[src/fqs_pkg.sv]
// Shared types and constants for the FIFO queue with search.
// Used by fqs_cell and fifo_queue_with_search_core; no dependencies.
package fqs_pkg;

   // Request kinds carried on req_tuser
   localparam logic [1:0] KIND_PUSH   = 2'd0;
   localparam logic [1:0] KIND_POP    = 2'd1;
   localparam logic [1:0] KIND_SEARCH = 2'd2;

   // Result status codes
   localparam logic [1:0] STAT_OK         = 2'd0;
   localparam logic [1:0] STAT_POP_EMPTY  = 2'd1;
   localparam logic [1:0] STAT_PUSH_FULL  = 2'd2;
   localparam logic [1:0] STAT_NOT_FOUND  = 2'd3;

   localparam int DATA_W  = 32;
   localparam int POS_W   = 5;
   localparam int RSP_W   = 80;

   typedef enum logic [1:0] {
      ST_IDLE,
      ST_SCAN,
      ST_HOLD
   } state_type;

   // Per-cycle command broadcast to every cell
   typedef struct packed {
      logic push;     // cell at the tail slot takes the value
      logic pop;      // every cell takes its upper neighbor's entry
      logic compare;  // every cell compares its entry to the key
      logic scan;     // match flags step one cell toward the front
   } cell_ctl_type;

   typedef struct packed {
      logic              is_empty;
      logic [POS_W-1:0]  entry_count;
      logic [DATA_W-1:0] front_value;
      logic [POS_W-1:0]  position;
      logic [DATA_W-1:0] popped_value;
      logic [1:0]        status;
   } result_type;

endpackage

[src/fqs_cell.sv]
// One storage cell of the queue chain: holds an entry and a match flag.
// Depends on fqs_pkg for the cell command struct.
module fqs_cell #(
   parameter int INDEX = 0,
   parameter int CW    = 5
) (
   input  logic                         clock,
   input  fqs_pkg::cell_ctl_type        ctl,
   input  logic [CW-1:0]                count,
   input  logic signed [fqs_pkg::DATA_W-1:0] value,
   input  logic signed [fqs_pkg::DATA_W-1:0] next_entry,
   input  logic                         next_match,
   output logic signed [fqs_pkg::DATA_W-1:0] entry,
   output logic                         match
);

   logic signed [fqs_pkg::DATA_W-1:0] entry_ff, entry_in;
   logic                              match_ff, match_in;

   always_comb begin
      entry_in = entry_ff;
      match_in = match_ff;
      if (ctl.pop) begin
         entry_in = next_entry;
      end else if (ctl.push && (count == CW'(INDEX))) begin
         entry_in = value;
      end
      if (ctl.compare) begin
         match_in = (entry_ff == value);
      end else if (ctl.scan) begin
         match_in = next_match;
      end
   end

   always_ff @(posedge clock) begin
      entry_ff <= entry_in;
      match_ff <= match_in;
   end

   assign entry = entry_ff;
   assign match = match_ff;

endmodule

[src/fifo_queue_with_search_core.sv]
// Top level of the FIFO queue with search: cell chain, sequencer, output register.
// Depends on fqs_pkg and fqs_cell.
//
//  - Requests arrive on req_tvalid/req_tready; req_tuser holds the kind
//    (push, pop, search), req_tdata the value or search key. Each accepted
//    request yields exactly one result transfer on rsp_*.
//  - The queue is a chain of DEPTH cells, cell 0 holding the oldest entry.
//    Push writes the cell at the fill count; pop moves every entry one cell
//    toward the front.
//  - Push, pop and unused kinds finish at the accepting edge: the result is
//    loaded into the output register, or into the holding register on a stall.
//  - Search compares all cells to the key, then steps the match flags toward
//    cell 0 one cell per cycle until a match reaches cell 0 after k steps
//    (position k+1) or count steps pass with none (not found).
//  - When the receiver stalls, one more request is still accepted and its
//    result parks in a holding register; no further request is taken until
//    the output drains.
//  - Reset empties the queue and drops any pending result; entry contents are
//    not cleared and are never reported before they are written.
module fifo_queue_with_search_core #(
   parameter int DEPTH = 16
) (
   input  logic        clock,
   input  logic        reset,
   input  logic        req_tvalid,
   output logic        req_tready,
   input  logic [31:0] req_tdata,   // [31:0] value
   input  logic [1:0]  req_tuser,   // [1:0] kind
   output logic        rsp_tvalid,
   input  logic        rsp_tready,
   // [1:0] status, [33:2] popped_value, [38:34] position,
   // [70:39] front_value, [75:71] entry_count, [76] is_empty, [79:77] zero
   output logic [fqs_pkg::RSP_W-1:0] rsp_tdata
);

   localparam int CW = $clog2(DEPTH + 1);

   fqs_pkg::state_type    state_ff, state_in;
   logic [CW-1:0]         count_ff, count_in;
   logic [CW-1:0]         scan_ff, scan_in;
   logic                  rsp_valid_ff, rsp_valid_in;
   fqs_pkg::result_type   rsp_ff, rsp_in;
   fqs_pkg::result_type   pend_ff, pend_in;
   fqs_pkg::result_type   res;
   logic                  res_valid;
   logic                  out_free;
   logic                  accept;
   fqs_pkg::cell_ctl_type ctl;

   logic signed [fqs_pkg::DATA_W-1:0] value;
   logic [1:0]                        kind;
   logic signed [fqs_pkg::DATA_W-1:0] entry_w [DEPTH];
   logic                              match_w [DEPTH];
   logic signed [fqs_pkg::DATA_W-1:0] front_now;

   assign value    = req_tdata;
   assign kind     = req_tuser;
   assign accept   = req_tvalid && req_tready;
   assign out_free = !rsp_valid_ff || rsp_tready;
   assign front_now = (count_ff != '0) ? entry_w[0] : '0;

   // Cell chain: each cell hands its entry and match flag to the one below
   for (genvar i = 0; i < DEPTH; i++) begin : g_cell
      logic signed [fqs_pkg::DATA_W-1:0] nxt_entry;
      logic                              nxt_match;
      if (i == DEPTH - 1) begin : g_last
         assign nxt_entry = '0;
         assign nxt_match = 1'b0;
      end else begin : g_mid
         assign nxt_entry = entry_w[i+1];
         assign nxt_match = match_w[i+1];
      end
      fqs_cell #(
         .INDEX (i),
         .CW    (CW)
      ) u_cell (
         .clock      (clock),
         .ctl        (ctl),
         .count      (count_ff),
         .value      (value),
         .next_entry (nxt_entry),
         .next_match (nxt_match),
         .entry      (entry_w[i]),
         .match      (match_w[i])
      );
   end

   // Sequencer: next state, cell commands and the result of this cycle
   always_comb begin
      state_in  = state_ff;
      count_in  = count_ff;
      scan_in   = scan_ff;
      ctl       = '0;
      res_valid = 1'b0;
      req_tready = 1'b0;
      res.status       = fqs_pkg::STAT_OK;
      res.popped_value = '0;
      res.position     = '0;
      res.front_value  = front_now;

      unique case (state_ff)
         fqs_pkg::ST_IDLE: begin
            req_tready = 1'b1;
            if (accept) begin
               res_valid = 1'b1;
               unique case (kind)
                  fqs_pkg::KIND_PUSH: begin
                     if (count_ff < CW'(DEPTH)) begin
                        ctl.push = 1'b1;
                        count_in = count_ff + CW'(1);
                        res.front_value = (count_ff == '0) ? value : entry_w[0];
                     end else begin
                        res.status = fqs_pkg::STAT_PUSH_FULL;
                     end
                  end
                  fqs_pkg::KIND_POP: begin
                     if (count_ff != '0) begin
                        ctl.pop = 1'b1;
                        count_in = count_ff - CW'(1);
                        res.popped_value = entry_w[0];
                        res.front_value  = (count_ff > CW'(1)) ? entry_w[1] : '0;
                     end else begin
                        res.status = fqs_pkg::STAT_POP_EMPTY;
                     end
                  end
                  fqs_pkg::KIND_SEARCH: begin
                     // compare all cells now, walk the flags from next cycle
                     ctl.compare = 1'b1;
                     scan_in   = '0;
                     res_valid = 1'b0;
                     state_in  = fqs_pkg::ST_SCAN;
                  end
                  default: begin
                     // unused kind: report the queue as it stands
                  end
               endcase
               if (res_valid && !out_free) begin
                  state_in = fqs_pkg::ST_HOLD;
               end
            end
         end
         fqs_pkg::ST_SCAN: begin
            if (scan_ff == count_ff) begin
               res_valid  = 1'b1;
               res.status = fqs_pkg::STAT_NOT_FOUND;
            end else if (match_w[0]) begin
               res_valid    = 1'b1;
               res.position = fqs_pkg::POS_W'(scan_ff + CW'(1));
            end else begin
               ctl.scan = 1'b1;
               scan_in  = scan_ff + CW'(1);
            end
            if (res_valid) begin
               state_in = out_free ? fqs_pkg::ST_IDLE : fqs_pkg::ST_HOLD;
            end
         end
         fqs_pkg::ST_HOLD: begin
            if (out_free) begin
               state_in = fqs_pkg::ST_IDLE;
            end
         end
         default: begin
            state_in = fqs_pkg::ST_IDLE;
         end
      endcase

      res.entry_count = fqs_pkg::POS_W'(count_in);
      res.is_empty    = (count_in == '0);
   end

   // Output register with a one-deep holding register behind it
   always_comb begin
      rsp_in       = rsp_ff;
      pend_in      = pend_ff;
      rsp_valid_in = rsp_valid_ff && !rsp_tready;
      if ((state_ff == fqs_pkg::ST_HOLD) && out_free) begin
         rsp_in       = pend_ff;
         rsp_valid_in = 1'b1;
      end else if (res_valid && out_free) begin
         rsp_in       = res;
         rsp_valid_in = 1'b1;
      end else if (res_valid) begin
         pend_in = res;
      end
   end

   always_ff @(posedge clock) begin
      if (reset) begin
         state_ff     <= fqs_pkg::ST_IDLE;
         count_ff     <= '0;
         rsp_valid_ff <= 1'b0;
      end else begin
         state_ff     <= state_in;
         count_ff     <= count_in;
         rsp_valid_ff <= rsp_valid_in;
      end
      scan_ff <= scan_in;
      rsp_ff  <= rsp_in;
      pend_ff <= pend_in;
   end

   assign rsp_tvalid = rsp_valid_ff;
   assign rsp_tdata  = fqs_pkg::RSP_W'(rsp_ff);

   // Fill count never passes the chain length
   a_count_bound: assert property (@(posedge clock) disable iff (reset)
      count_ff <= CW'(DEPTH))
      else $error("fill count exceeds depth");

   // Scan pointer never runs past the held entries
   a_scan_bound: assert property (@(posedge clock) disable iff (reset)
      (state_ff == fqs_pkg::ST_SCAN) |-> (scan_ff <= count_ff))
      else $error("scan pointer past fill count");

   // An accepted push with room grows the queue by one
   a_push_grows: assert property (@(posedge clock) disable iff (reset)
      (accept && (kind == fqs_pkg::KIND_PUSH) && (count_ff < CW'(DEPTH)))
      |=> (count_ff == $past(count_ff) + CW'(1)))
      else $error("push did not advance fill count");

endmodule

[config.mk]
export PLATFORM = sky130hd
export DESIGN_NAME = fifo_queue_with_search_core
export DESIGN_NICKNAME = d
export VERILOG_FILES = /design/src/fqs_pkg.sv /design/src/fqs_cell.sv /design/src/fifo_queue_with_search_core.sv
export SDC_FILE = /design/constraint.sdc
export NUM_CORES = 1
export LEC_CHECK = 0
export ABC_AREA = 1
export BUFFER_PORTS_ARGS = -buffer_cell sky130_fd_sc_hd__buf_4
export CORE_AREA = 5 5 258 260
export DETAILED_ROUTE_END_ITERATION = 8
export DIE_AREA = 0 0 263 265
export PLACE_DENSITY = 0.72
export SYNTH_ARGS = -nofsm -noshare
export SYNTH_HDL_FRONTEND = slang
export SYNTH_SLANG_ARGS = --single-unit
[constraint.sdc]
create_clock -name clock -period 12.15 [get_ports clock]
set_input_delay 3.0375 -clock clock [delete_from_list [all_inputs] [get_ports clock]]
set_output_delay 3.0375 -clock clock [all_outputs]
set_load 0.01 [all_outputs]
### Yosys cells after proc, flatten, opt, wreduce, memory -nomap -nowiden

Cells that the tools add are included.

* mux-type cells: 121
* reductions and logical operators: 51
* add/subtract/negate cells: 3
* $lt $le $gt $ge: 2
* bitwise logic cells: 2
* eq/ne operators: 43

Operators by type and width (count)
* 32-bit 2-to-1 mux: 39
* 32-bit == test: 16
* 77-bit 2-to-1 mux: 2
* 32-bit one-hot mux with 2 select lines: 1
* 5-bit 2-to-1 mux: 11
* 1-bit 2-to-1 mux: 51
* 5-bit by 4-bit == test with 1-bit output, second input constant: 8
* 2-bit nonzero test: 18
* 34-bit 2-to-1 mux: 1
* 1-bit logical AND: 21
* 5-bit by 3-bit == test with 1-bit output, second input constant: 4
* 5-bit one-hot mux with 2 select lines: 2
* 2-bit 2-to-1 mux: 8
* 5-bit by 1-bit adder with 5-bit output, second input constant: 2
* 5-bit by 2-bit == test with 1-bit output, second input constant: 2
* 5-bit logical NOT: 2
* 2-bit != test, second input constant: 4
* 2-bit one-hot mux with 2 select lines: 2
* 3-bit 2-to-1 mux: 2
* 2-bit one-hot mux with 3 select lines: 1
* 5-bit by 1-bit == test with 1-bit output, second input constant: 1
* 5-bit == test: 1
* 5-bit by 1-bit greater-than comparator with 1-bit output, second input constant: 1
* 5-bit < comparator, second input constant: 1
* other kinds (14): 21

* bits of input ports: 38
* word-level logic and storage cells: 270
* register bits: 695
* output and inout bits: 82

### Longest topological paths before layout

* depth after elaboration: 10
* mapped depth: 14
* depth with buffers taken out: 13

### Cells and area by module

A second synthesis with hierarchy kept.

* cells, all modules: 4826
* area, all modules: 38991.1 um^2

By module, submodules not included
* fqs_cell at g_cell[10].u_cell ...: area each 1938.1 um^2, sequential area each 991.0 um^2, cells each 250, instances 6
* fifo_queue_with_search_core: area each 7927.6 um^2, sequential area each 4934.7 um^2, cells each 815, instances 1
* fqs_cell at g_cell[13].u_cell ...: area each 1943.1 um^2, sequential area each 991.0 um^2, cells each 252, instances 4
* fqs_cell at g_cell[1].u_cell ...: area each 1950.6 um^2, sequential area each 991.0 um^2, cells each 254, instances 2
* fqs_cell at g_cell[15].u_cell ...: area each 1939.4 um^2, sequential area each 991.0 um^2, cells each 249, instances 2
* fqs_cell at g_cell[12].u_cell: area each 1941.9 um^2, sequential area each 991.0 um^2, cells each 249, instances 1
* fqs_cell at g_cell[0].u_cell: area each 1940.6 um^2, sequential area each 991.0 um^2, cells each 248, instances 1

### Least setup slack after synthesis

OpenSTA, ideal clock, no wires.

* path kind: input-to-reg
* start point: in req_tuser[0]
* end point: reg rsp_ff (netlist bit rsp_tdata[0]), enable pin
* stages: 6
* library setup time: 0.619 ns
* data arrival time: 8.886 ns
* path buffers: 0
* data required time: 11.531 ns
* path slack: 2.645 ns
* cell sequence: inv_1 -> nand2_1 -> clkinv_1 -> o22ai_1 -> a31oi_1 -> o21ai_0

* cells in the longest elaborated chain, start to end: 8

RTL lines
* start, declared: RTL line fifo_queue_with_search_core.sv:28 `input logic [1:0] req_tuser,`
* 2-bit == test: RTL line fifo_queue_with_search_core.sv:106 `unique case (kind)`
* 1-bit 2-to-1 mux: RTL line fifo_queue_with_search_core.sv:106
* 1-bit 2-to-1 mux: RTL line fifo_queue_with_search_core.sv:104 `if (accept) begin`
* 1-bit 2-to-1 mux: RTL line fifo_queue_with_search_core.sv:101 `unique case (state_ff)`
* 1-bit 2-to-1 mux: RTL line fifo_queue_with_search_core.sv:104
* 1-bit one-hot mux with 2 select lines: RTL line fifo_queue_with_search_core.sv:101
* 1-bit logical AND: RTL line fifo_queue_with_search_core.sv:179 `end else if (res_valid && out_free) begin`
* 2-bit nonzero test (no source line)
* end signal, assigned: RTL line fifo_queue_with_search_core.sv:198 `rsp_ff <= rsp_in;`
* end, declared: RTL line fifo_queue_with_search_core.sv:42 `fqs_pkg::result_type rsp_ff, rsp_in;`

Every way passes these cells. The select of a mux whose other input is x is not followed.
A chain may end at the register's enable or synchronous reset.

### Final worst setup path

* start point: in req_tvalid
* end point: reg g_cell[4].u_cell.entry_ff (netlist bit g_cell[4].u_cell.entry[26]), data pin

* cells in the longest elaborated chain, start to end: 4

RTL lines
* start, declared: RTL line fifo_queue_with_search_core.sv:25 `input logic req_tvalid,`
* 1-bit logical AND: RTL line fifo_queue_with_search_core.sv:58 `assign accept = req_tvalid && req_tready;`
* 3-bit 2-to-1 mux: RTL line fifo_queue_with_search_core.sv:104
* 3-bit 2-to-1 mux: RTL line fifo_queue_with_search_core.sv:101
* 32-bit 2-to-1 mux: RTL line fqs_cell.sv:23 `if (ctl.pop) begin`
* via g_cell[4].u_cell.entry_in, one bit: RTL line fqs_cell.sv:17 `logic signed [fqs_pkg::DATA_W-1:0] entry_ff, entry_in;`
* end signal, assigned: RTL line fqs_cell.sv:36 `entry_ff <= entry_in;`
* end, declared: RTL line fqs_cell.sv:17

The timed path passes the listed nets, and every way through them passes these cells.

==> results <==
- After detailed placement, the design holds a cell count of 4,365.
- In the synthesized netlist, the number of instances is ~3,600.
- TritonCTS built the clock tree.
- The via count of the routed design is around 26,000.
- The area of the placeable core is 63,900 um^2.
- The detail route stage leaves a number of antenna-violating nets equal to 0.
- The data arrival time at the worst-slack endpoint is 6170 ps.
- In the final design database the tool counted around 3,600 nets.
- The synthesis-to-finish area growth is 10.2%.
- The average wire per cell in the routed design is roughly 22 um.
- The die is approximately 260 um wide.
- The clock skew after layout is 27.6 ps.
- The post-route fraction of the period consumed by the critical path is 47.0%.
- Wires add up to around 98,000 um.
- Buffers inserted to repair hold after CTS numbered 0.
- The number of I/O pins is between 100 and 150.
- The number of hold-slack violations in the final timing report is 0.
- For this design the total switching power over the nets is between 1 and 1.5 mW.
- The run finished with clean final reports.
- Net switching is approximately a quarter of the power.
- The first global-routing pass estimated about 150,000 um of wire.
- Summed over all cells, the static leakage comes to about 14 nW.
- The number of storage elements in the synthesis netlist is around 700.
- Of all nets on the critical path, the largest fanout is about 190.
- The minimum clock period after layout is between 5000 and 6000 ps.
- The family with the most delay on the worst path is buffers and inverters.
- The signal on the critical path passes through buf_4 -> nand2_4 -> inv_2 -> nand3_4 -> inv_8 -> buf_12 -> nand2_1 -> nand2_1.
- The worst vdd rail ir drop is approximately 0.00013 V.
- Dividing the detail-routed via count by the number of cells gives ~5.7.
- For this run, design rule violations remaining after detail routing come to 0.
- Overall power consumption after layout is estimated at 5.63 mW.
- The most used flip-flop cell after synthesis is sky130_fd_sc_hd__edfxtp_1.
- The number of antenna violations at the first check in global routing is 1.
- For this design the ratio of total power to cell area is between 100 and 150 nW/um^2.
- Yosys mapped a number of flops with a built-in enable equal to about 660.
- Based on the critical path, the design can be clocked at up to roughly 0.18 GHz.
- Yosys attributes the largest share of cell area to sky130_fd_sc_hd__edfxtp_1, sky130_fd_sc_hd__nand2_1, sky130_fd_sc_hd__xnor2_1.
- The share of total power dissipated in the clock network is between 30% and 40%.
- The path type of the worst setup path is input port to register.
- The setup TNS is 0 ps.
- The library cell used most frequently in the layout, excluding fill and tap cells, is sky130_fd_sc_hd__nand2_1.
- The length of the first detailed-routing pass in iterations is 6.
- The pin count of the biggest net entering global routing is 190.
- The total grt overflow is 0.
- The number of clock buffers added by TritonCTS is 73.
- The fraction of power consumed by combinational cells is between 10% and 20%.
- The total routing resource utilization after global routing is between 20% and 30%.
- The post-layout utilization of the core is 59.8%.
- The post-route non-filler standard cell count is ~4,500.
- Counting buffers and inverters, the worst setup path is 8 cells deep.
- The number of buffers added for setup after CTS is 0.
- Of the synthesized area, sequential elements account for 59.1%.
- The final weighted congestion in routability-driven placement is around 0.95.
- The number of core rows is 93.
- In this design, the stage delay of the slowest critical-path cell is around 810 ps.
- After synthesis, the largest area contributor takes up 56.7% of total cell area.
- Counting stages on the worst path, the most repeated cell is sky130_fd_sc_hd__nand2_1.
- The internal portion of the total power is roughly 4.2 mW.
- The largest area contributor in the netlist is sky130_fd_sc_hd__edfxtp_1.
- The die outline area is ~70,000 um^2.
- For this configuration, the core starts out at a cell density of between 50% and 60%.
- Sequential cells burn 49.9% of the power.
- STA classifies the critical path endpoint as a register.
- The fraction of synthesis flops using an asynchronous set or reset pin is 0%.
- The launching point of the worst reg2reg path is count_ff[0].
- The max-slew violation total from the final report is 0.
- The worst endpoint required time is approximately 13,000 ps.
- The longest clock path from root to sink contains 3 buffers.
- The combined area of all synthesized cells is approximately 35,000 um^2.
- Synthesis instantiated 42 different standard cells from the library.
- The via count of the first global-routing pass is 24,300.
- The chip height is between 200 and 300 um.
- The number of DRC markers after the initial detailed-route iteration is a little over 3,000.
- The worst hold path passes through 2 cells.
- The clock latency at the later pin of the worst-skew pair is around 620 ps.
- Setup violations remaining at the end of the flow were counted as 0.
- The clock transition at the registers of the reported paths is 60 ps.
- Setup repair after global routing left no endpoint under its margin.
- Of the cells placed in the final design, the portion with a size suffix greater than 1 is 8.13%.
- Leaving out fill and tap cells, the most frequent cells in the layout are sky130_fd_sc_hd__nand2_1, sky130_fd_sc_hd__edfxtp_1, sky130_fd_sc_hd__xnor2_1, sky130_fd_sc_hd__o21ai_0, sky130_fd_sc_hd__xor2_1.
- The depth of the most critical reg-to-reg path is 11.
- The reg-to-reg setup timing slack is approximately 7400 ps.
- The worst pin sits at a relative slew slack of between 20% and 30%.
- The HPWL after detailed placement is just under 70,000 um.
- The endpoint of the most critical register-to-register path is g_cell[4].u_cell.entry[26].
- On the critical path, the stage with the largest delay is an instance of sky130_fd_sc_hd__inv_8.
- The measured slew at the worst slew-check pin is roughly 1100 ps.
- The number of clock sinks is 695.
- The class of the worst hold path is register to register.
- Together, buffers and inverters on the worst path number 4.
- Gates resized during post-CTS repair numbered 0.
- The average cell area after synthesis is just under 10 um^2.
- During synthesis, Yosys emitted a total of 0 warnings.
- In this run the worst setup path begins at req_tvalid.
- During placement, the flow inserted port buffers numbering 116.
- The clock tree synthesis step divided the H-tree into 3 levels.
- Fill cells in the final layout number 5,299.
- The root buffer cell chosen for the clock tree is sky130_fd_sc_hd__clkbuf_16.
- The critical path startpoint category is an input port.
- The tool flagged a number of max-cap violations equal to 0.
- The critical path endpoint is g_cell[4].u_cell.entry[26].
-- worst min path at each step --
stage / from / end / slack (ps)
2_1_floorplan: g_cell[15].u_cell.entry[26] / g_cell[15].u_cell.entry[26] / 460
3_3_place_gp: g_cell[15].u_cell.entry[28] / g_cell[15].u_cell.entry[28] / 470
3_5_place_dp: g_cell[15].u_cell.entry[28] / g_cell[15].u_cell.entry[28] / 480
4_1_cts: g_cell[15].u_cell.entry[28] / g_cell[15].u_cell.entry[28] / 490
5_1_grt: g_cell[15].u_cell.entry[28] / g_cell[15].u_cell.entry[28] / 510
6_report: g_cell[15].u_cell.entry[28] / g_cell[15].u_cell.entry[28] / 480
-- layout make-up --
type	count	area [um^2]	share of cell area, %
clock inverter	31	284	0.743
antenna	2	5.00	0.0131
clock buffer	100	2010	5.26
sequential	695	20500	53.6
tap	855	1070	2.80
timing repair buffer	138	1050	2.74
multi-input combinational	2487	12600	33.0
inverter	190	721	1.89
-- registers in the layout (all words and copies together), names as in the netlist --
name	cells
g_cell.u_cell.entry	512
pend_ff	77
rsp_tdata	77
g_cell.u_cell.match	16
count_ff	5
scan_ff	5
state_ff	2
rsp_tvalid	1
-- per-layer routing --
| layer | wire length [um] | vias up | GRT usage, % |
|---|---|---|---|
| li1 | - | 11800 | - |
| met1 | 39300 | 12000 | 38.3 |
| met2 | 43100 | 1450 | 41.3 |
| met3 | 9720 | 240 | 4.71 |
| met4 | 5610 | 0 | 13.6 |
| met5 | 0 | - | 0 |
-- cells by family after synthesis --
kind of cell | synth area share, %
buffers and inverters | 5.11
and+or+nand+nor | 20.1
other | 0.0108
xor gates and xnor gates | 9.91
DFF | 59.1
AOI/OAI and AO/OA | 5.59
adders and majority gates | 0.217
-- tightest hold or removal path, cell delays in order (launching register included) --
cell	delay, ps
sky130_fd_sc_hd__dfxtp_1	320
sky130_fd_sc_hd__inv_1	70
sky130_fd_sc_hd__a21oi_1	50
-- power by group through the flow --
stage	combinational (mW)	sequential, mW	clock (mW)
2_1_floorplan	0.402	2.86	0
3_3_place_gp	0.611	2.85	0
3_5_place_dp	0.623	2.86	0
4_1_cts	0.626	2.81	2.21
5_1_grt	0.690	2.82	2.32
6_report	0.635	2.81	2.18
-- synthesized netlist by cell type, types with 18 or more instances --
| master | instances |
|---|---|
| sky130_fd_sc_hd__a21oi_1 | 36 |
| sky130_fd_sc_hd__o21ai_1 | 33 |
| sky130_fd_sc_hd__nor3_1 | 97 |
| sky130_fd_sc_hd__inv_1 | 178 |
| sky130_fd_sc_hd__buf_2 | 152 |
| sky130_fd_sc_hd__nand4_1 | 29 |
| sky130_fd_sc_hd__buf_4 | 18 |
| sky130_fd_sc_hd__xnor2_1 | 214 |
| sky130_fd_sc_hd__edfxtp_1 | 655 |
| sky130_fd_sc_hd__dfxtp_1 | 40 |
| sky130_fd_sc_hd__o21ai_0 | 201 |
| sky130_fd_sc_hd__o22ai_1 | 47 |
| sky130_fd_sc_hd__clkbuf_1 | 32 |
| sky130_fd_sc_hd__nor2_1 | 139 |
| sky130_fd_sc_hd__nand3_1 | 95 |
| sky130_fd_sc_hd__xor2_1 | 178 |
| sky130_fd_sc_hd__nand2_1 | 1334 |
-- per-stage QoR --
| step | setup WS [ps] | instance area, um^2 | hold WS (ps) |
|---|---|---|---|
| finish | 6440 | 38200 | 484 |
| detailed placement | 5950 | 35900 | 476 |
| CTS | 6600 | 38200 | 485 |
| global placement | 6000 | 35900 | 473 |
| global route | 6280 | 38200 | 508 |
| floorplan | 2650 | 34700 | 457 |
(Power assumes the default switching activity.)
